==> src/rtl/psbf_pkg.sv <==
package psbf_pkg;

    // request codes carried on the input channel
    typedef enum logic [1:0] {
        REQ_BYTE      = 2'd0,
        REQ_ADDR_RULE = 2'd1,
        REQ_PORT_RULE = 2'd2
    } t_req;

    // result kinds
    localparam logic KIND_VERDICT = 1'b0;
    localparam logic KIND_ACK     = 1'b1;

    localparam int unsigned PORT_W     = 16;
    localparam int unsigned PORT_SPACE = 65536;
    localparam int unsigned ADDR_W     = 32;

    localparam logic [15:0] ETHERTYPE_IPV4 = 16'h0800;
    localparam logic [7:0]  PROTO_TCP      = 8'd6;
    localparam logic [7:0]  PROTO_UDP      = 8'd17;

    // byte positions within the frame; OFS_DOFF is relative to the transport header
    localparam logic [7:0] POS_ETYPE_HI = 8'd12;
    localparam logic [7:0] POS_ETYPE_LO = 8'd13;
    localparam logic [7:0] POS_IHL      = 8'd14;
    localparam logic [7:0] POS_PROTO    = 8'd23;
    localparam logic [7:0] POS_SRC_0    = 8'd26;
    localparam logic [7:0] POS_SRC_1    = 8'd27;
    localparam logic [7:0] POS_SRC_2    = 8'd28;
    localparam logic [7:0] POS_SRC_3    = 8'd29;
    localparam logic [7:0] OFS_DOFF     = 8'd12;

    localparam logic [7:0] ETH_HDR_BYTES = 8'd14;
    localparam logic [7:0] MIN_FRAME_IP  = 8'd34;
    localparam logic [7:0] MIN_HDR_BYTES = 8'd20;
    localparam logic [7:0] UDP_HDR_BYTES = 8'd8;
    localparam logic [7:0] COUNT_MAX     = 8'd255;

    typedef struct packed {
        logic              hdr_ok;
        logic [ADDR_W-1:0] src_addr;
        logic [PORT_W-1:0] l4_port;
    } t_frame_info;

endpackage

==> src/rtl/psbf_addr_cam.sv <==
module psbf_addr_cam #(
    parameter int unsigned SLOTS = 64
) (
    input  logic                        i_clk,
    input  logic                        i_rst_n,
    input  logic [psbf_pkg::ADDR_W-1:0] i_key,
    input  logic                        i_wr,
    input  logic                        i_block,
    output logic                        o_hit_block,
    output logic                        o_write_ok
);

    logic [SLOTS-1:0]                  r_valid;
    logic [SLOTS-1:0]                  r_block;
    logic [psbf_pkg::ADDR_W-1:0]       r_key [SLOTS];

    logic [SLOTS-1:0] match;
    logic [SLOTS-1:0] free;
    logic [SLOTS-1:0] first_free;
    logic             any_match;

    always_comb begin
        for (int s = 0; s < SLOTS; s++)
            match[s] = r_valid[s] && (r_key[s] == i_key);
    end

    assign any_match   = |match;
    assign free        = ~r_valid;
    // isolate the lowest free slot
    assign first_free  = free & (~free + {{(SLOTS-1){1'b0}}, 1'b1});
    assign o_hit_block = |(match & r_block);
    assign o_write_ok  = any_match || (|free);

    always_ff @(posedge i_clk) begin
        if (!i_rst_n) begin
            r_valid <= '0;
        end else if (i_wr && !any_match) begin
            r_valid <= r_valid | first_free;
        end
    end

    always_ff @(posedge i_clk) begin
        if (i_wr) begin
            for (int s = 0; s < SLOTS; s++) begin
                if (any_match) begin
                    if (match[s])
                        r_block[s] <= i_block;
                end else if (first_free[s]) begin
                    r_block[s] <= i_block;
                    r_key[s]   <= i_key;
                end
            end
        end
    end

endmodule

==> config.mk <==
export PLATFORM = sky130hd
export DESIGN_NAME = psbf_addr_cam
export DESIGN_NICKNAME = d
export VERILOG_FILES = /design/src/rtl/psbf_pkg.sv /design/src/rtl/psbf_addr_cam.sv
export SDC_FILE = /design/constraint.sdc
export NUM_CORES = 2
export LEC_CHECK = 0
export BUFFER_PORTS_ARGS = -buffer_cell sky130_fd_sc_hd__buf_2
export CAP_MARGIN = 25
export CORE_MARGIN = 2
export CORE_UTILIZATION = 31
export DETAILED_ROUTE_END_ITERATION = 10
export GPL_TIMING_DRIVEN = 0
export MAX_ROUTING_LAYER = met4
export PLACE_DENSITY_LB_ADDON = 0.3
export SETUP_SLACK_MARGIN = 0.5
export SYNTH_ARGS = -nofsm -noshare
export SYNTH_HDL_FRONTEND = slang
export SYNTH_SLANG_ARGS = --single-unit
==> constraint.sdc <==
create_clock -name i_clk -period 7.9 [get_ports i_clk]
set_input_delay 0.395 -clock i_clk [delete_from_list [all_inputs] [get_ports i_clk]]
set_output_delay 0.395 -clock i_clk [all_outputs]
set_load 0.02 [all_outputs]
; Word level (Yosys, flattened, before mapping)
; Memory sizes are Yosys's and may differ from the RTL's.
; Index checks and enable logic that the tools add are counted.
[totals]
reg_bits = 128
ramBits = 2048
in_bits = 36
out_inout_bits = 2
word_cells = 1098
n_memories = 1
[classes]
n_addsub = 1
eq_ne = 128
n_mux = 637
bitwise = 5
reduce_logical = 261
[memory_table]
columns = memory, depth, word_bits, rd, rd_ports_with_merged_regs, write_ports, line
row1 = r_key, 64, 32, 64, 0, 1, psbf_addr_cam.sv:15  ; logic [psbf_pkg::ADDR_W-1:0] r_key [SLOTS];
[op_table]
columns = op, n
row1 = 32-bit == test, 64
row2 = 32-bit 2-to-1 mux, 63
row3 = 32-bit OR reduction, 63
row4 = 1-bit 2-to-1 mux, 511
row5 = 6-bit 2-to-1 mux, 63
row6 = 3-bit AND reduction, 64
row7 = 64-bit OR reduction, 3
row8 = 64-bit bitwise AND, 2
row9 = 2-bit inequality test (second input constant), 64
row10 = 64-bit NOT, 2
row11 = 2-bit nonzero test, 64
row12 = 1-bit logical AND, 65
row13 = 64-bit by 1-bit adder with 64-bit output (second input constant), 1
row14 = 64-bit OR, 1
row15 = 1-bit zero test, 1
row16 = 1-bit logical OR, 1

; Logic depth before layout (Yosys ltp)
[logic_depth]
depth_word = 72
ltp_mapped = 16
mapped_depth_nobuf = 9

; Least setup slack after synthesis
; OpenSTA, ideal clock, no wires.
[synth_timing]
path_type = input to register
startpoint = input i_key[25] in the netlist's numbering
endpoint = memory r_key[1][1000] in the netlist's numbering (enable)
setup_ns = 0.502
t_arrival_ns = 5.934
required_time_ns = 7.398
setup_slack_ns = 1.465
stages = 13
n_path_buf = 4
cell_sequence = buf_4 buf_4 inv_1 o2111a_1 nand4_1 nor3_1 or4b_1 nor4_1 nand4_1 buf_2 or2_1 clkbuf_1 nor4_1
[synth_via]
elab_chain_len = 70
elab_cells_between_ends = 510
cone_classes = eq/ne (64) / mux (318) / reduce/logical (128)
[synth_rtl]
columns = element, line
row1 = from (decl), psbf_addr_cam.sv:6  ; input logic [psbf_pkg::ADDR_W-1:0] i_key,
row2 = 32-bit == test, psbf_addr_cam.sv:24  ; match[s] = r_valid[s] && (r_key[s] == i_key);
row3 = 1-bit logical AND, psbf_addr_cam.sv:24
row4 = 64-bit OR reduction (*), psbf_addr_cam.sv:27  ; assign any_match = |match;
row5 = 1-bit 2-to-1 mux, psbf_addr_cam.sv:45  ; if (any_match) begin
row6 = 1-bit 2-to-1 mux, psbf_addr_cam.sv:43  ; if (i_wr) begin
row7 = 1-bit 2-to-1 mux (not written as such), psbf_addr_cam.sv:50  ; r_key[s] <= i_key;
row8 = 32-bit OR reduction (no line), --
row9 = 6-bit 2-to-1 mux (no line) or 1-bit 2-to-1 mux (tied branches) (63 in a row), --
row10 = to (decl), psbf_addr_cam.sv:15
; Mark *: on every way between the ends. The rest lies on a longest branch, timed or not.

; Worst setup path in the final report
[layout_timing]
startpoint = input i_key[5] in the netlist's numbering
endpoint = output o_write_ok
[layout_via]
elab_chain_len = 4
elab_cells_between_ends = 130
cone_classes = eq/ne (64) / reduce/logical (66)
[layout_rtl]
columns = element, line
row1 = 32-bit == test, psbf_addr_cam.sv:24
row2 = 1-bit logical AND, psbf_addr_cam.sv:24
row3 = 64-bit OR reduction (*), psbf_addr_cam.sv:27
row4 = 1-bit logical OR (*), psbf_addr_cam.sv:32  ; assign o_write_ok = any_match || (|free);
row5 = to (decl), psbf_addr_cam.sv:10  ; output logic o_write_ok
; Marked as above.

==> flow_summary.json <==
{
  "dp.cells": 10020,
  "tightestPinTransition_ns": 1.229,
  "place_congestion": 0.9601,
  "wl_um": 409200,
  "fin_cells": 10600,
  "initial_core_util_pct": 31.16,
  "holdWs_ns": 0.03524,
  "crit_slowest_cell": "clkbuf_1",
  "vdd_ir_drop_max_v": 0.0002630,
  "ys_ff_latch": 2176,
  "portBuffers": 35,
  "end_kind": "output port",
  "cap_violations": 0,
  "setup-violations-final": 0,
  "clk_latency_ns": 0.93,
  "crit_fanout": 23,
  "avgSynthCellArea_um2": 15.83,
  "die_h_um": 550.2,
  "grt_start_max_net_pins": 54,
  "fmax_mhz": 132.5,
  "cts_tree": "done",
  "overflow": 0,
  "ys_seq_area_share_pct": 69.97,
  "fin_crit_ns": 7.550,
  "cts.sinks": 2176,
  "crit_required_ns": 7.51,
  "slew-limit-headroom_pct": 17.41,
  "drc_errors": 0,
  "track_usage_pct": 27.27,
  "htree_levels": 4,
  "status": "finished, final reports clean",
  "path_buf_inv": 8,
  "power_frac_comb_pct": 7.7,
  "critPathKind": "in2out",
  "yosysWarnings": 0,
  "critical_path.top_delay_family": "buffers and inverters",
  "die_area_um2": 302700,
  "synth_nets": 5879,
  "syn_inst": 5843,
  "clkTransAtPathRegs_ns": 0.06,
  "startpoint_type": "primary input",
  "p_sw_share_pct": 24.51,
  "drt-initial-drc-count": 11610,
  "dp_hpwl_um": 239500,
  "seqPwrFrac_pct": 49.7,
  "rsz0062_at_grt": "no",
  "seq_area_um2": 64700,
  "p_clk_share_pct": 42.6,
  "syn_area_um2": 92470,
  "cellInternalPower_w": 0.01926,
  "switchingPower_w": 0.006254,
  "nFillCells": 27930,
  "drive_above_1_share_pct": 14.48,
  "path_cells": "dlygate4sd3_1 -> buf_6 -> buf_4 -> buf_6 -> buf_4 -> buf_4 -> xnor2_1 -> nand4_1 -> nor4_1 -> nand4_1 -> o2111ai_1 -> nor4_2 -> nand4_1 -> clkbuf_1 -> or4_1 -> buf_2",
  "ant_nets": 0,
  "antenna_found_initial": 74,
  "rows": 200,
  "clock_tree.root_cell": "clkbuf_16",
  "yosys_most_used_dff": "edfxtp_1",
  "hp-class": "in2reg",
  "p_leak_nw": 35.97,
  "die_w_um": 550.2,
  "synth-edff-count": 2112,
  "async_reset_ff_share_pct": 0,
  "ctsLongestPathBuffers": 3,
  "p_per_area_nw_per_um2": 231.1,
  "skew_ns": 0.08779,
  "area_growth_pct": 19.38,
  "grt_pass1_vias": 53900,
  "wl_per_cell_um": 38.60,
  "avgViaCountPerCell": 5.525,
  "worstPathArrival_ns": 7.15,
  "grt_pass1_wl_um": 528100,
  "synth.distinct_cells": 60,
  "fin_nets": 6471,
  "drt_pass1_iterations": 6,
  "hold_violations": 0,
  "coreArea_um2": 296800,
  "multi_input_area_um2": 26090,
  "fin_crit_sh_pct": 95.57,
  "boundaryPins": 38,
  "cts_buffers": 226,
  "vias": 58570,
  "max_stage_delay_ns": 0.77,
  "slew_viol_final": 0
}
-- worst reg2reg max path, delay by kind of cell, from the launching register on --
family        cells  cell delay (ns)
flops             1             0.84
simple gates      8             4.93
-- per-stage QoR --
step | utilization, % | instance area, um^2 | worst slack (ns) | TNS (ns) | total power (W)
after floorplan | - | 92470 | 1.465 | 0 | 0.01363
after global placement | 32.88 | 97570 | -7.208 | -8800.31 | 0.01462
after detailed placement | 33.96 | 100800 | -0.7340 | -92.93 | 0.01468
after CTS | 37.10 | 110100 | 0.5121 | 0 | 0.02548
after global routing | 37.18 | 110400 | 0.5025 | 0 | 0.02594
final | 37.20 | 110400 | 0.3500 | 0 | 0.02551
-- layout by cell type (no fill, tap or decap), types with 22 or more instances in the layout --
cell type / n
clkinv_1: 59
nor3_2: 24
or4_1: 33
buf_6: 122
xnor2_1: 650
buf_12: 46
dfxtp_1: 64
edfxtp_1: 2112
nand4_1: 221
or3_1: 33
clkinv_2: 46
nor3_1: 121
inv_1: 57
dlygate4sd3_1: 62
a21oi_1: 22
nand3_1: 124
clkbuf_16: 229
xor2_1: 1373
clkbuf_1: 74
buf_16: 54
o21a_1: 53
buf_4: 261
nor4_1: 352
nor4_2: 25
nand2_1: 80
diode_2: 34
buf_2: 45
-- worst paths after layout --
| path | end | slack, ns | from | cells after the start |
|---|---|---|---|---|
| setup reg to reg | r_key[1][808] | 1.66 | r_valid[3] | 8 |
| setup / recovery | o_write_ok | 0.35 | i_key[5] | 16 |
| hold reg to reg | r_valid[61] | 0.57 | r_valid[61] | 1 |
| hold / removal | r_key[0][685] | 0.04 | i_key[13] | 3 |
-- power by group through the flow --
stage               sequential (W)  combinational (W)  clock, W
CTS                         0.0127            0.00192    0.0109
detailed placement          0.0129            0.00175         0
floorplan                   0.0129           0.000708         0
finish                      0.0127            0.00198    0.0109
global placement            0.0130            0.00167         0
global route                0.0127            0.00197    0.0113
-- registers in the layout, summed over array words and instances (netlist names) --
signal	flops
r_block	64
r_key	2048
r_valid	64
-- cells in the mapped netlist (33+ instances only) --
| library cell | count | area (um^2) |
|---|---|---|
| nand4_1 | 221 | 1383 |
| or4_1 | 33 | 247.7 |
| xnor2_1 | 650 | 5693 |
| xor2_1 | 1373 | 12030 |
| inv_1 | 57 | 214.0 |
| nand2_1 | 80 | 300.3 |
| nor3_1 | 142 | 710.7 |
| dfxtp_1 | 64 | 1281 |
| nand3_1 | 126 | 630.6 |
| buf_2 | 38 | 190.2 |
| clkbuf_1 | 41 | 153.9 |
| o21a_1 | 53 | 397.9 |
| nor2_1 | 38 | 142.6 |
| or3_1 | 33 | 206.5 |
| buf_4 | 172 | 1291 |
| nor4_1 | 378 | 2365 |
| edfxtp_1 | 2112 | 63420 |
-- routing by layer --
layer,up-vias,track usage (%),part of all wire [%]
met5,-,-,0
met4,0,10.33,4.2
met3,749,4.651,11
met2,4152,41.53,46
met1,30870,36.37,39
li1,22800,-,-
-- kinds of logic after synthesis --
group                  synth area share, %
XOR/XNOR                             19.16
AND/OR/NAND/NOR                      7.073
buffers and inverters                2.314
flip-flops                           69.97
AO/OA/AOI/OAI                        1.479
-- cell type report --
class | instances | area share [%]
Antenna cell | 34 | 0.07707
Timing Repair Buffer | 364 | 4.504
Inverter | 57 | 0.1938
Multi-Input combinational cell | 3330 | 23.63
Tap cell | 3939 | 4.465
Buffer | 280 | 1.749
Clock inverter | 149 | 1.366
Sequential cell | 2176 | 58.61
Clock buffer | 273 | 5.402
-- what timing repair did --
action | in CTS | in global routing
gates resized for setup | 4 | 3
hold endpoints to repair | 596 | 0
setup buffers | 0 | 0
hold buffers | 116 | 0
pin swaps | 0 | 0
endpoints found under the setup margin | 16 | 23
(Power assumes the default switching activity.)
