$ cat src/rtl/psbf_pkg.sv
package psbf_pkg;

    // request codes carried on the input channel
    typedef enum logic [1:0] {
        REQ_BYTE      = 2'd0,
        REQ_ADDR_RULE = 2'd1,
        REQ_PORT_RULE = 2'd2
    } t_req;

    // result kinds
    localparam logic KIND_VERDICT = 1'b0;
    localparam logic KIND_ACK     = 1'b1;

    localparam int unsigned PORT_W     = 16;
    localparam int unsigned PORT_SPACE = 65536;
    localparam int unsigned ADDR_W     = 32;

    localparam logic [15:0] ETHERTYPE_IPV4 = 16'h0800;
    localparam logic [7:0]  PROTO_TCP      = 8'd6;
    localparam logic [7:0]  PROTO_UDP      = 8'd17;

    // byte positions within the frame; OFS_DOFF is relative to the transport header
    localparam logic [7:0] POS_ETYPE_HI = 8'd12;
    localparam logic [7:0] POS_ETYPE_LO = 8'd13;
    localparam logic [7:0] POS_IHL      = 8'd14;
    localparam logic [7:0] POS_PROTO    = 8'd23;
    localparam logic [7:0] POS_SRC_0    = 8'd26;
    localparam logic [7:0] POS_SRC_1    = 8'd27;
    localparam logic [7:0] POS_SRC_2    = 8'd28;
    localparam logic [7:0] POS_SRC_3    = 8'd29;
    localparam logic [7:0] OFS_DOFF     = 8'd12;

    localparam logic [7:0] ETH_HDR_BYTES = 8'd14;
    localparam logic [7:0] MIN_FRAME_IP  = 8'd34;
    localparam logic [7:0] MIN_HDR_BYTES = 8'd20;
    localparam logic [7:0] UDP_HDR_BYTES = 8'd8;
    localparam logic [7:0] COUNT_MAX     = 8'd255;

    typedef struct packed {
        logic              hdr_ok;
        logic [ADDR_W-1:0] src_addr;
        logic [PORT_W-1:0] l4_port;
    } t_frame_info;

endpackage

$ cat src/rtl/psbf_frame_parse.sv
module psbf_frame_parse (
    input  logic                   i_clk,
    input  logic                   i_rst_n,
    input  logic                   i_step,
    input  logic [7:0]             i_byte,
    input  logic                   i_last,
    output psbf_pkg::t_frame_info  o_info
);

    logic [7:0]  r_byte_count, n_byte_count;
    logic [15:0] r_ether_type, n_ether_type;
    logic [3:0]  r_header_words, n_header_words;
    logic [7:0]  r_protocol, n_protocol;
    logic [31:0] r_src_addr, n_src_addr;
    logic [15:0] r_l4_port, n_l4_port;
    logic [3:0]  r_tcp_words, n_tcp_words;

    logic [7:0]  l_pos;
    logic [7:0]  ihl_bytes;
    logic [7:0]  doff_bytes;
    logic [7:0]  n_l_pos;
    logic        is_tcp;
    logic        is_udp;
    logic        ok_eth;
    logic        ok_ip;
    logic        ok_l4;

    // transport header start, from the IHL as it stands before this byte
    assign l_pos = psbf_pkg::ETH_HDR_BYTES + {2'b00, r_header_words, 2'b00};

    always_comb begin
        n_ether_type   = r_ether_type;
        n_header_words = r_header_words;
        n_protocol     = r_protocol;
        n_src_addr     = r_src_addr;
        n_l4_port      = r_l4_port;
        n_tcp_words    = r_tcp_words;
        n_byte_count   = (r_byte_count == psbf_pkg::COUNT_MAX) ? r_byte_count
                                                               : r_byte_count + 8'd1;
        case (r_byte_count)
            psbf_pkg::POS_ETYPE_HI: n_ether_type[15:8] = i_byte;
            psbf_pkg::POS_ETYPE_LO: n_ether_type[7:0]  = i_byte;
            psbf_pkg::POS_IHL:      n_header_words     = i_byte[3:0];
            psbf_pkg::POS_PROTO:    n_protocol         = i_byte;
            psbf_pkg::POS_SRC_0:    n_src_addr[31:24]  = i_byte;
            psbf_pkg::POS_SRC_1:    n_src_addr[23:16]  = i_byte;
            psbf_pkg::POS_SRC_2:    n_src_addr[15:8]   = i_byte;
            psbf_pkg::POS_SRC_3:    n_src_addr[7:0]    = i_byte;
            default: ;
        endcase
        if (r_byte_count == l_pos)
            n_l4_port[15:8] = i_byte;
        if (r_byte_count == l_pos + 8'd1)
            n_l4_port[7:0] = i_byte;
        if (r_byte_count == l_pos + psbf_pkg::OFS_DOFF)
            n_tcp_words = i_byte[7:4];
    end

    // frame checks on the state as it stands after this byte
    always_comb begin
        ihl_bytes  = {2'b00, n_header_words, 2'b00};
        doff_bytes = {2'b00, n_tcp_words, 2'b00};
        n_l_pos    = psbf_pkg::ETH_HDR_BYTES + ihl_bytes;
        is_tcp     = (n_protocol == psbf_pkg::PROTO_TCP);
        is_udp     = (n_protocol == psbf_pkg::PROTO_UDP);
        ok_eth     = (n_byte_count >= psbf_pkg::MIN_FRAME_IP)
                     && (n_ether_type == psbf_pkg::ETHERTYPE_IPV4);
        ok_ip      = (is_tcp || is_udp) && (ihl_bytes >= psbf_pkg::MIN_HDR_BYTES)
                     && (n_byte_count >= n_l_pos);
        if (is_tcp)
            ok_l4 = (n_byte_count >= n_l_pos + psbf_pkg::MIN_HDR_BYTES)
                    && (doff_bytes >= psbf_pkg::MIN_HDR_BYTES)
                    && (n_byte_count >= n_l_pos + doff_bytes);
        else
            ok_l4 = (n_byte_count >= n_l_pos + psbf_pkg::UDP_HDR_BYTES);
    end

    assign o_info.hdr_ok   = ok_eth && ok_ip && ok_l4;
    assign o_info.src_addr = n_src_addr;
    assign o_info.l4_port  = n_l4_port;

    always_ff @(posedge i_clk) begin
        if (!i_rst_n) begin
            r_byte_count   <= '0;
            r_ether_type   <= '0;
            r_header_words <= '0;
            r_protocol     <= '0;
            r_src_addr     <= '0;
            r_l4_port      <= '0;
            r_tcp_words    <= '0;
        end else if (i_step) begin
            if (i_last) begin
                // verdict given, start the next frame from scratch
                r_byte_count   <= '0;
                r_ether_type   <= '0;
                r_header_words <= '0;
                r_protocol     <= '0;
                r_src_addr     <= '0;
                r_l4_port      <= '0;
                r_tcp_words    <= '0;
            end else begin
                r_byte_count   <= n_byte_count;
                r_ether_type   <= n_ether_type;
                r_header_words <= n_header_words;
                r_protocol     <= n_protocol;
                r_src_addr     <= n_src_addr;
                r_l4_port      <= n_l4_port;
                r_tcp_words    <= n_tcp_words;
            end
        end
    end

endmodule

$ cat config.mk
export PLATFORM = sky130hd
export DESIGN_NAME = psbf_frame_parse
export DESIGN_NICKNAME = d
export VERILOG_FILES = /design/src/rtl/psbf_pkg.sv /design/src/rtl/psbf_frame_parse.sv
export SDC_FILE = /design/constraint.sdc
export NUM_CORES = 1
export LEC_CHECK = 0
export BUFFER_PORTS_ARGS = -buffer_cell sky130_fd_sc_hd__buf_2
export CAP_MARGIN = 25
export CELL_PAD_IN_SITES_DETAIL_PLACEMENT = 1
export CELL_PAD_IN_SITES_GLOBAL_PLACEMENT = 1
export CORE_UTILIZATION = 45
export CTS_CLUSTER_DIAMETER = 30
export DETAILED_ROUTE_END_ITERATION = 10
export GPL_ROUTABILITY_DRIVEN = 0
export PLACE_DENSITY = 0.78
export SYNTH_ARGS = -nofsm -noshare
export SYNTH_HDL_FRONTEND = slang
export SYNTH_SLANG_ARGS = --single-unit
$ cat constraint.sdc
create_clock -name i_clk -period 6.42 [get_ports i_clk]
set_input_delay 1.284 -clock i_clk [delete_from_list [all_inputs] [get_ports i_clk]]
set_output_delay 1.284 -clock i_clk [all_outputs]
set_load 0.01 [all_outputs]
Word level (Yosys, flattened, before mapping)

Index checks and enable logic that the tools add are counted.

Flip-flop bits (word level): 88
Bits of input ports: 12
Logic and storage cells: 65

Equality and inequality tests: 15
Mux-type cells: 20
$add $sub $neg: 8
Reduce and logical (&&, ||, !) cells: 8
Magnitude comparators: 7

Operator list:

| operator                                                          | count |
|---|---|
| two-way mux 8 bit                                                 | 12 |
| == test 8 x 5 -> 1 bit, second input constant                     | 6 |
| two-way mux 16 bit                                                | 2 |
| two-way mux 32 bit                                                | 1 |
| == test 8 x 4 -> 1 bit, second input constant                     | 3 |
| greater-or-equal comparator 8 bit                                 | 3 |
| adder 7 x 4 -> 8 bit, second input constant                       | 2 |
| == test 16 x 12 -> 1 bit, second input constant                   | 1 |
| == test 8 bit                                                     | 2 |
| two-way mux 4 bit                                                 | 4 |
| adder 4 x 6 -> 7 bit, first input constant                        | 2 |
| greater-or-equal comparator 6 x 5 -> 1 bit, second input constant | 2 |
| adder 7 x 1 -> 8 bit, second input constant                       | 1 |
| adder 7 x 5 -> 8 bit, second input constant                       | 1 |
| adder 7 x 6 -> 8 bit                                              | 1 |
| adder 8 x 1 -> 8 bit, second input constant                       | 1 |
| == test 8 x 3 -> 1 bit, second input constant                     | 1 |
| == test 8 x 7 -> 1 bit                                            | 1 |
| == test 8 bit, second input constant                              | 1 |
| greater-or-equal comparator 8 x 6 -> 1 bit, second input constant | 1 |
| greater-or-equal comparator 8 x 7 -> 1 bit                        | 1 |
| logical AND 1 bit                                                 | 7 |
| logical OR 1 bit                                                  | 1 |
| two-way mux 1 bit                                                 | 1 |

Depth between registers and ports, before layout

Gate-level depths: netlist of run 1.

Depth in word-level cells: 9
Depth in mapped cells: 23

Worst setup path after synthesis of run 1

Ideal clock, no wire load.

Path kind: input-to-output
From: input i_byte[0]
To: output o_info[48] in the netlist's numbering
Cell stages on the path: 16
Arrival: 4.638 ns
Setup slack: 0.498 ns
Path through: clkbuf_1 > mux2i_1 > ha_1 > xor2_1 > ha_1 > or4_1 > o311ai_1 > a311oi_1 > ha_1 > o21ai_0 > nor2_1 > o21a_1 > o22ai_1 > a211oi_1 > nand3_1 > a221oi_1

RTL lines:

| what               | line                  | source |
|---|---|---|
| start: declaration | psbf_frame_parse.sv:5 | `input logic [7:0] i_byte,` |
| end: declaration   | psbf_frame_parse.sv:7 | `output psbf_pkg::t_frame_info o_info` |

==> flow_metrics.tcl, run 1 <==
set metrics [dict create \
    fin_area_um2 6530 \
    routed_wl_um 17600 \
    placed_area_um2 6080 \
    post_cts_buffers 0 \
    pre_cts_slack_ps 230 \
    layout-drive-gt1-share 0.241 \
    p_leak_nw 2.63 \
    cts_tree "done" \
    area_growth_pct 15.8 \
    chipWidth_um 114 \
    pwr-share-comb 0.058 \
    skew_ps 9.24 \
    cp.arrival_ps 4900 \
    p_clk_frac 0.461 \
    setup_tns_ps 0 \
    cts_root_buffer "clkbuf_16" \
    cpPeakStageDelay_ps 520 \
    reg2reg_depth 8 \
    p_per_area_nw_per_um2 175 \
    avgSynthCellArea_um2 8.78 \
    netlist-cell-type-count 62 \
    cp-start-kind "flip-flop" \
    track_usage 0.274 \
    hold_path_depth 2 \
    synth_nets 690 \
    setup-violations-final 0 \
    cpMaxStageDelayCell "or4_1" \
    synth.cell_area_um2 5640 \
    end_kind "output pin" \
    finalCritPeriodShare 0.963 \
    port_buffers 60 \
    layout_setup_ws_ps 236 \
    firstDrtPassIters 4 \
    dpl.hpwl_um 11900 \
    routedWlPerCell_um 20.6 \
    fp.dieH_um 114 \
    synthCells 642 \
    numPlacedInstances 837 \
    p_sw_frac 0.237 \
    cts.sinks 88 \
    synth_edf_count 0 \
    drt_iter0_markers 272 \
    drv_slew 0 \
    ios 61 \
    ys_warn_count 0 \
    rows 40 \
    clk_latency_ps 340 \
    grt_max_degree 89 \
    fin_nets 728 \
    grt_pass1_vias 5391 \
    vias_per_cell 6.11 \
    power.switching_uw 270 \
    seq_power_share 0.480 \
    grt_pass1_wl_um 28100 \
    critPathKind "flip-flop to output pin" \
    outcome "completed" \
    core_area_um2 12100 \
    cts_made_buffers 9 \
    cp_data_required_time_ps 5140 \
    stdcell_count 853 \
    dieArea_um2 13000 \
    clkTransAtPathRegs_ps 60 \
    clock_path_buffers 2 \
    worstPathCellList "nor4_2 > and3_4 > mux2i_4 > ha_1 > xor2_1 > ha_1 > or4_1 > o311ai_1 > a311oi_2 > ha_1 > o21ai_0 > nor2_1 > o21a_1 > o22ai_1 > a211oi_1 > nand3_1 > a221oi_2 > buf_2" \
    synth-seq-cells 88 \
    final_common_cell "dfxtp_1" \
    crit_path_frequent_cell "ha_1" \
    intPower_uw 869 \
    n_antenna_cell 0 \
    maxSlewHeadroom 0.332 \
    htreeDepth 3 \
    grt_overflow_total 0 \
    initial_utilization 0.465 \
    cap_violations 0 \
    ys.flop_type "dfxtp_1" \
    antenna_found_initial 0 \
    synthArstFlopShare 0 \
    final_cell_mix "dfxtp_1 (86), nor2b_1 (85), buf_2 (60)" \
    max_freq_mhz 162 \
    synth-seq-area-share 0.312 \
    tightest_slew_ps 1000 \
    critPathMaxFanout 7 \
    drc 0 \
    num_vias 5216 \
    drtAntennaViolNets 0 \
    postLayoutCoreUtil 0.539 \
    min_path_type "flip-flop to flip-flop" \
    period_minus_slack_ps 6180 \
    ir_drop_uv 147 \
    hold_viol 0 \
]
layout make-up:
| class | count | area, um^2 |
|---|---|---|
| flip-flops and latches | 88 | 1770 |
| inverters | 16 | 60.1 |
| well taps | 168 | 210 |
| repair buffers | 75 | 413 |
| fillers | 1471 | 5590 |
| clock buffers | 13 | 280 |
| multi-input cells | 490 | 3770 |
| clock inverters | 3 | 23.8 |
per-stage QoR:
| step | hold slack [ps] | total power [mW] |
|---|---|---|
| detailed placement | 504 | 0.625 |
| global route | 545 | 1.17 |
| CTS | 521 | 1.14 |
| finish | 521 | 1.14 |
| global placement | 483 | 0.623 |
| floorplan | 467 | 0.598 |
critical path, delay by kind of cell, from the launching register on:
family	cells	cell delay (ps)
flops	1	410
compound gates	7	1010
buf+inv	1	160
xor+xnor	1	220
simple gates	5	1520
fa+ha+maj	3	900
mux	1	320
routing by layer:
layer	vias up	GRT usage	wire length, um
li1	2440	-	-
met1	2604	0.331	7440
met2	128	0.471	8720
met3	44	0.0569	892
met4	0	0.120	545
met5	-	0	0
power by group through the flow:
stage	logic, mW	clock network, mW	registers (mW)
floorplan	0.0389	0	0.559
global placement	0.0633	0	0.560
detailed placement	0.0650	0	0.560
CTS	0.0652	0.530	0.547
global route	0.0706	0.555	0.547
finish	0.0666	0.526	0.547
path summary, 6_finish.rpt:
path,slack [ps],start,to
min,520,r_protocol[7],r_protocol[7]
max reg2reg,3720,r_byte_count[0],r_byte_count[5]
min reg2reg,520,r_protocol[7],r_protocol[7]
max,240,r_byte_count[7],o_info[48]
sequential cells by signal (all words and copies together) (netlist names):
name and cells:
r_header_words 4, r_ether_type 16, r_src_addr 32, r_protocol 8, r_l4_port 16, r_tcp_words 4, r_byte_count 8
what timing repair did:
| item | in CTS | in global routing |
|---|---|---|
| endpoints found under the hold margin | 0 | 0 |
| setup endpoints to repair | 1 | 1 |
| hold buffers | 0 | 0 |
| pin swaps | 0 | 2 |
| resized for setup | 5 | 27 |
Yosys cell counts (4+ instances only):
library cell | instances | area, um^2
o21ai_1 | 4 | 20.0
xnor2_1 | 10 | 87.6
a32oi_1 | 25 | 219
ha_1 | 36 | 450
nor3_1 | 13 | 65.1
nand3_1 | 16 | 80.1
clkbuf_1 | 43 | 161
o22ai_1 | 4 | 25.0
nor2b_1 | 86 | 538
a21o_1 | 9 | 67.6
and4_1 | 4 | 35.0
a21oi_1 | 18 | 90.1
mux2_2 | 48 | 541
nor2_1 | 24 | 90.1
a22oi_1 | 51 | 383
dfxtp_1 | 88 | 1760
o21ai_0 | 16 | 80.1
nor4_1 | 6 | 37.5
and2_1 | 9 | 56.3
mux2i_1 | 6 | 60.1
nand4_1 | 4 | 25.0
a31oi_1 | 7 | 43.8
inv_1 | 15 | 56.3
and3_1 | 10 | 62.6
o21a_1 | 7 | 52.6
xor2_1 | 5 | 43.8
nand2_1 | 31 | 116
logic make-up (layout without fill, tap and decap cells):
family,after synthesis,after routing,share of synthesized area
XOR/XNOR,16,16,0.0273
multiplexers,54,54,0.107
buffers and inverters,64,107,0.0439
AO/OA/AOI/OAI,162,162,0.206
flip-flops,88,88,0.312
AND/OR/NAND/NOR,222,222,0.224
adder cells (fa/ha/maj),36,36,0.0799
No activity file was read; power rests on OpenSTA's default activity.
==> run 2, diff against run 1 <==
--- a/config.mk
+++ b/config.mk
@@ -14,6 +14,7 @@
 export DETAILED_ROUTE_END_ITERATION = 10
 export GPL_ROUTABILITY_DRIVEN = 0
 export PLACE_DENSITY = 0.78
+export RECOVER_POWER = 25
 export SYNTH_ARGS = -nofsm -noshare
 export SYNTH_HDL_FRONTEND = slang
 export SYNTH_SLANG_ARGS = --single-unit
==> run 2 against run 1 <==
  * The run now ends with capacitance limit, slew limit left
  * Largest cell class unchanged
  * Via count is 0.35% lower
  * First-iteration DRC count is 4.0% lower
  * Flip-flop and latch count unchanged
  * Sequential share of layout area is essentially flat
  * Critical endpoint unchanged
  * Highest routed layer unchanged
==> flow_metrics.tcl, run 2 (synthesis gave the netlist of run 1 again) <==
set metrics [dict create \
    routedWlPerCell_um 20.6 \
    failed_checks "capacitance limit, slew limit" \
    track_usage 0.274 \
    cap_violations 2 \
    grt_pass1_vias 5391 \
    largest_reg_flops 32 \
    fin_nets 728 \
    firstDrtPassIters 4 \
    grt_max_degree 89 \
    stdcell_count 853 \
    area_growth_pct 15.7 \
    regMostFlops "r_src_addr" \
    hold_viol 0 \
    dpl.hpwl_um 11900 \
    worstPathCellList "nor4_2 > and3_4 > mux2i_4 > ha_1 > xor2_1 > ha_1 > or4_1 > o311ai_1 > a311oi_2 > ha_1 > o21ai_0 > nor2_1 > o21a_1 > o22ai_1 > a211oi_1 > nand3_1 > a221oi_2 > buf_2" \
    critPathKind "flip-flop to output pin" \
    cts_tree "done" \
    numPlacedInstances 837 \
    skew_ps 8.77 \
    clkTransAtPathRegs_ps 60 \
    min_path_type "flip-flop to flip-flop" \
    outcome "finished with violations" \
    final_cell_mix "dfxtp_1 (86), nor2b_1 (85), buf_2 (59)" \
    drt_iter0_markers 261 \
    clock_path_buffers 2 \
    htreeDepth 3 \
    n_antenna_cell 0 \
    grt_pass1_wl_um 28100 \
    maxSlewHeadroom -0.225 \
    cp_top_family "simple AND/OR/NAND/NOR gates" \
    dieArea_um2 13000 \
    cts_made_buffers 9 \
    num_vias 5198 \
    end_kind "output pin" \
    crit_path_frequent_cell "ha_1" \
    fp.dieH_um 114 \
    ir_drop_uv 147 \
    postLayoutCoreUtil 0.539 \
    tightest_slew_ps 1840 \
    chipWidth_um 114 \
    cpMaxStageDelayCell "or4_1" \
    p_per_area_nw_per_um2 174 \
    reg_top3 "r_src_addr (32), r_ether_type (16), r_l4_port (16)" \
    finalCritPeriodShare 0.963 \
    grt_overflow_total 0 \
    routed_wl_um 17600 \
    period_minus_slack_ps 6180 \
    cp-start-kind "flip-flop" \
    layout-drive-gt1-share 0.238 \
    critPathMaxFanout 7 \
    setup-violations-final 0 \
    core_area_um2 12100 \
    rows 40 \
    max_freq_mhz 162 \
    cpPeakStageDelay_ps 520 \
    cts_root_buffer "clkbuf_16" \
    hold_ws_ps 518 \
    cts.sinks 88 \
    cp_data_required_time_ps 5140 \
    antenna_found_initial 0 \
    initial_utilization 0.465 \
    path_buf_inv 1 \
    port_buffers 60 \
    drtAntennaViolNets 0 \
    drc 0 \
    cp.arrival_ps 4900 \
    clk_latency_ps 340 \
    ios 61 \
    p_leak_nw 2.63 \
    vias_per_cell 6.09 \
    drv_slew 94 \
    final_common_cell "dfxtp_1" \
]
## run 2: changes by cell type in the layout (fill, tap and decap cells not counted)
cell | before | now
and2_1 | 9 | 6
inv_2 | 1 | 0
o21ai_1 | 7 | 4
clkbuf_1 | 0 | 1
inv_1 | 15 | 16
buf_2 | 60 | 59
o21ai_0 | 12 | 15
clkbuf_2 | 0 | 1
and2_0 | 1 | 4
buf_4 | 15 | 14
## run 2: final timing paths
path,from,to,slack (ps),cells after the start
max,r_byte_count[7],o_info[48],240,18
min,r_protocol[7],r_protocol[7],520,2
max reg2reg,r_byte_count[0],r_byte_count[5],3700,8
min reg2reg,r_protocol[7],r_protocol[7],520,2
## run 2: where the power goes
part	leakage (nW)	switching, mW	internal (mW)	total [mW]
sequential	0.710	0.00113	0.546	0.547
clock	0.144	0.218	0.306	0.524
combinational	1.77	0.0491	0.0172	0.0662
## run 2: stage by stage
stage | setup slack [ps] | power (mW) | setup TNS [ps] | instance area (um^2)
final | 235 | 1.14 | 0 | 6520
after global routing | -13.3 | 1.17 | -13.3 | 6520
after CTS | 41.5 | 1.14 | 0 | 6410
after detailed placement | 230 | 0.625 | 0 | 6080
after global placement | 489 | 0.623 | 0 | 6080
after floorplan | 498 | 0.598 | 0 | 5640
## run 2: layout make-up
type / instances / area (um^2)
Tap cell: 168 / 210
Multi-Input combinational cell: 490 / 3770
Timing Repair Buffer: 75 / 409
Inverter: 16 / 60.1
Sequential cell: 88 / 1770
Clock inverter: 3 / 23.8
Fill cell: 1473 / 5590
Clock buffer: 13 / 280
## run 2: repair_timing
action                                  4_1_cts  5_1_grt
hold buffers                                  0        0
gates resized for setup                       5       27
buffers inserted                              0        0
pin swaps                                     0        2
endpoints found under the setup margin        1        1
## run 2: worst min-delay path, delay by kind of cell, from the launching register on
kind               cells  cell delay [ps]
AOI/OAI and AO/OA      1               60
and+or+nand+nor        1               90
DFF                    1              330
## run 2: routing by layer
metal | part of all wire | track usage | wire (um) | vias to the layer above
met3 | 0.048 | 0.0569 | 843 | 44
li1 | - | - | - | 2440
met4 | 0.030 | 0.120 | 520 | 0
met1 | 0.42 | 0.331 | 7470 | 2583
met2 | 0.50 | 0.471 | 8760 | 131
met5 | 0 | 0 | 0 | -
==> run 3, diff against run 2 <==
--- a/config.mk
+++ b/config.mk
@@ -7,14 +7,13 @@
 export LEC_CHECK = 0
 export BUFFER_PORTS_ARGS = -buffer_cell sky130_fd_sc_hd__buf_2
 export CAP_MARGIN = 25
-export CELL_PAD_IN_SITES_DETAIL_PLACEMENT = 1
-export CELL_PAD_IN_SITES_GLOBAL_PLACEMENT = 1
-export CORE_UTILIZATION = 45
+export CORE_UTILIZATION = 50
 export CTS_CLUSTER_DIAMETER = 30
 export DETAILED_ROUTE_END_ITERATION = 10
 export GPL_ROUTABILITY_DRIVEN = 0
-export PLACE_DENSITY = 0.78
+export PLACE_DENSITY = 0.68
 export RECOVER_POWER = 25
+export REMOVE_ABC_BUFFERS = 1
 export SYNTH_ARGS = -nofsm -noshare
 export SYNTH_HDL_FRONTEND = slang
 export SYNTH_SLANG_ARGS = --single-unit
==> run 3 against run 2 <==
  * The run still ends with capacitance limit, slew limit left
  * Die area fell by 9.8%
  * Sequential share of layout area rose by 0.44 points
  * Clock power rose by 6.3%
  * Register-to-register slack got worse by 50 ps
  * Cell area fell by 1.7%
  * Sequential power barely moved
  * Global-route usage rose by 0.74 points
  * Clock-buffer cell count fell by 2
  * Clock skew fell by 3.1 ps
  * Critical endpoint unchanged
  * Largest power group is now clock
  * Highest routed layer unchanged
==> flow_metrics.tcl, run 3 (synthesis gave the netlist of run 1 again) <==
set metrics [dict create \
    track_usage 0.282 \
    clock_path_buffers 2 \
    dpl.hpwl_um 10800 \
    core_area_um2 10900 \
    post_cts_buffers 0 \
    clkTransAtPathRegs_ps 60 \
    dieArea_um2 11700 \
    wl_met2_um 7610 \
    firstDrtPassIters 5 \
    period_minus_slack_ps 6120 \
    ios 61 \
    setup_tns_ps 0 \
    clk_latency_ps 340 \
    routedWlPerCell_um 19.2 \
    power.switching_uw 264 \
    crit_path_frequent_cell "ha_1" \
    finalCritPeriodShare 0.952 \
    cp-start-kind "flip-flop" \
    pwr-share-comb 0.055 \
    drt_iter0_markers 388 \
    placed_area_um2 6040 \
    cts.sinks 88 \
    largest_reg_flops 32 \
    cts_tree "done" \
    grt_pass1_wl_um 25600 \
    fp.dieH_um 108 \
    fin_nets 727 \
    critPathMaxFanout 9 \
    cts.repair.resized 0 \
    cp_data_required_time_ps 5140 \
    vias_per_cell 6.29 \
    routed_wl_um 15800 \
    chipWidth_um 108 \
    cts_made_buffers 9 \
    p_clk_frac 0.477 \
    drt-met1-wl_um 6840 \
    htreeDepth 3 \
    stdcell_count 824 \
    outcome "finished with violations" \
    seq_power_share 0.468 \
    cp.arrival_ps 4830 \
    min_path_type "flip-flop to flip-flop" \
    cts_hold_buf 0 \
    worstPathCellList "inv_1 > ha_1 > xnor2_2 > and3_1 > o211ai_1 > or2_2 > o21ai_0 > nand2_1 > ha_1 > ha_1 > a31oi_1 > and4_1 > a311oi_1 > ha_1 > o21ai_0 > nor2_1 > o21a_1 > o22ai_1 > a211oi_1 > nand3_1 > a221oi_1 > buf_2" \
    postLayoutCoreUtil 0.586 \
    area_growth_pct 13.7 \
    critPathKind "flip-flop to output pin" \
    failed_checks "capacitance limit, slew limit" \
    dr.max_layer_used "met4" \
    antenna_found_initial 0 \
    grt_pass1_vias 5048 \
    p_leak_nw 2.61 \
    grt_max_degree 74 \
    ir_drop_uv 128 \
    layout-drive-gt1-share 0.222 \
    p_sw_frac 0.226 \
    initial_utilization 0.516 \
    skew_ps 5.65 \
    route.met3.wl_um 1010 \
    rows 38 \
    hold_viol 0 \
    final_cell_mix "nor2b_1 (86), dfxtp_1 (86), buf_2 (59)" \
    max_freq_mhz 164 \
    n_antenna_cell 0 \
    cts_root_buffer "clkbuf_16" \
    p_per_area_nw_per_um2 182 \
    intPower_uw 904 \
    maxSlewHeadroom -0.136 \
    reg_top3 "r_src_addr (32), r_ether_type (16), r_l4_port (16)" \
    setup-violations-final 0 \
    tightest_slew_ps 1700 \
    num_vias 5180 \
    cpMaxStageDelayCell "dfxtp_2" \
    cp_top_family "compound AO/OA/AOI/OAI gates" \
    grt_overflow_total 0 \
    drc 0 \
    drtAntennaViolNets 0 \
    regMostFlops "r_src_addr" \
    port_buffers 60 \
    drv_slew 94 \
    cpPeakStageDelay_ps 410 \
    fin_area_um2 6410 \
    path_buf_inv 2 \
    end_kind "output pin" \
    cap_violations 2 \
    numPlacedInstances 808 \
    finalPower_mw 1.17 \
]
==> run 3: power by group through the flow <==
stage	sequential, mW	clock, mW	combinational, mW
after global routing	0.547	0.587	0.0683
after floorplan	0.559	0	0.0236
after global placement	0.560	0	0.0630
after CTS	0.547	0.566	0.0635
final	0.548	0.557	0.0641
after detailed placement	0.560	0	0.0635
==> run 3: final timing paths <==
path                      from          endpoint  slack, ps  cells past startpoint
max          r_header_words[0]        o_info[48]        300                     22
min           r_ether_type[14]  r_ether_type[14]        510                      2
max reg2reg    r_byte_count[0]   r_byte_count[5]       3650                      8
min reg2reg   r_ether_type[14]  r_ether_type[14]        510                      2
==> run 3: layout make-up <==
class                           count  area, um^2
Clock buffer                       11         233
Clock inverter                      5        81.3
Fill cell                         986        4530
Inverter                           16        60.1
Multi-Input combinational cell    490        3690
Sequential cell                    88        1760
Tap cell                          140         175
Timing Repair Buffer               74         404
==> run 3: metrics by stage <==
step,worst slack [ps],hold WS [ps]
after detailed placement,370,498
after floorplan,682,467
after CTS,10.9,514
after global routing,-24.1,543
after global placement,571,485
final,305,513
==> run 3: worst reg2reg max path, delay by kind of cell (launching register included) <==
kind / cells / cell delay [ps]
xor gates and xnor gates: 1 / 590
adders and majority gates: 1 / 480
AOI/OAI and AO/OA: 1 / 150
and+or+nand+nor: 5 / 1000
DFF: 1 / 500
==> run 3: metal layers <==
metal  GRT usage  up-vias
met5           0        -
met4       0.114        0
met3      0.0669       34
met2       0.471      175
met1       0.346     2520
li1            -     2451
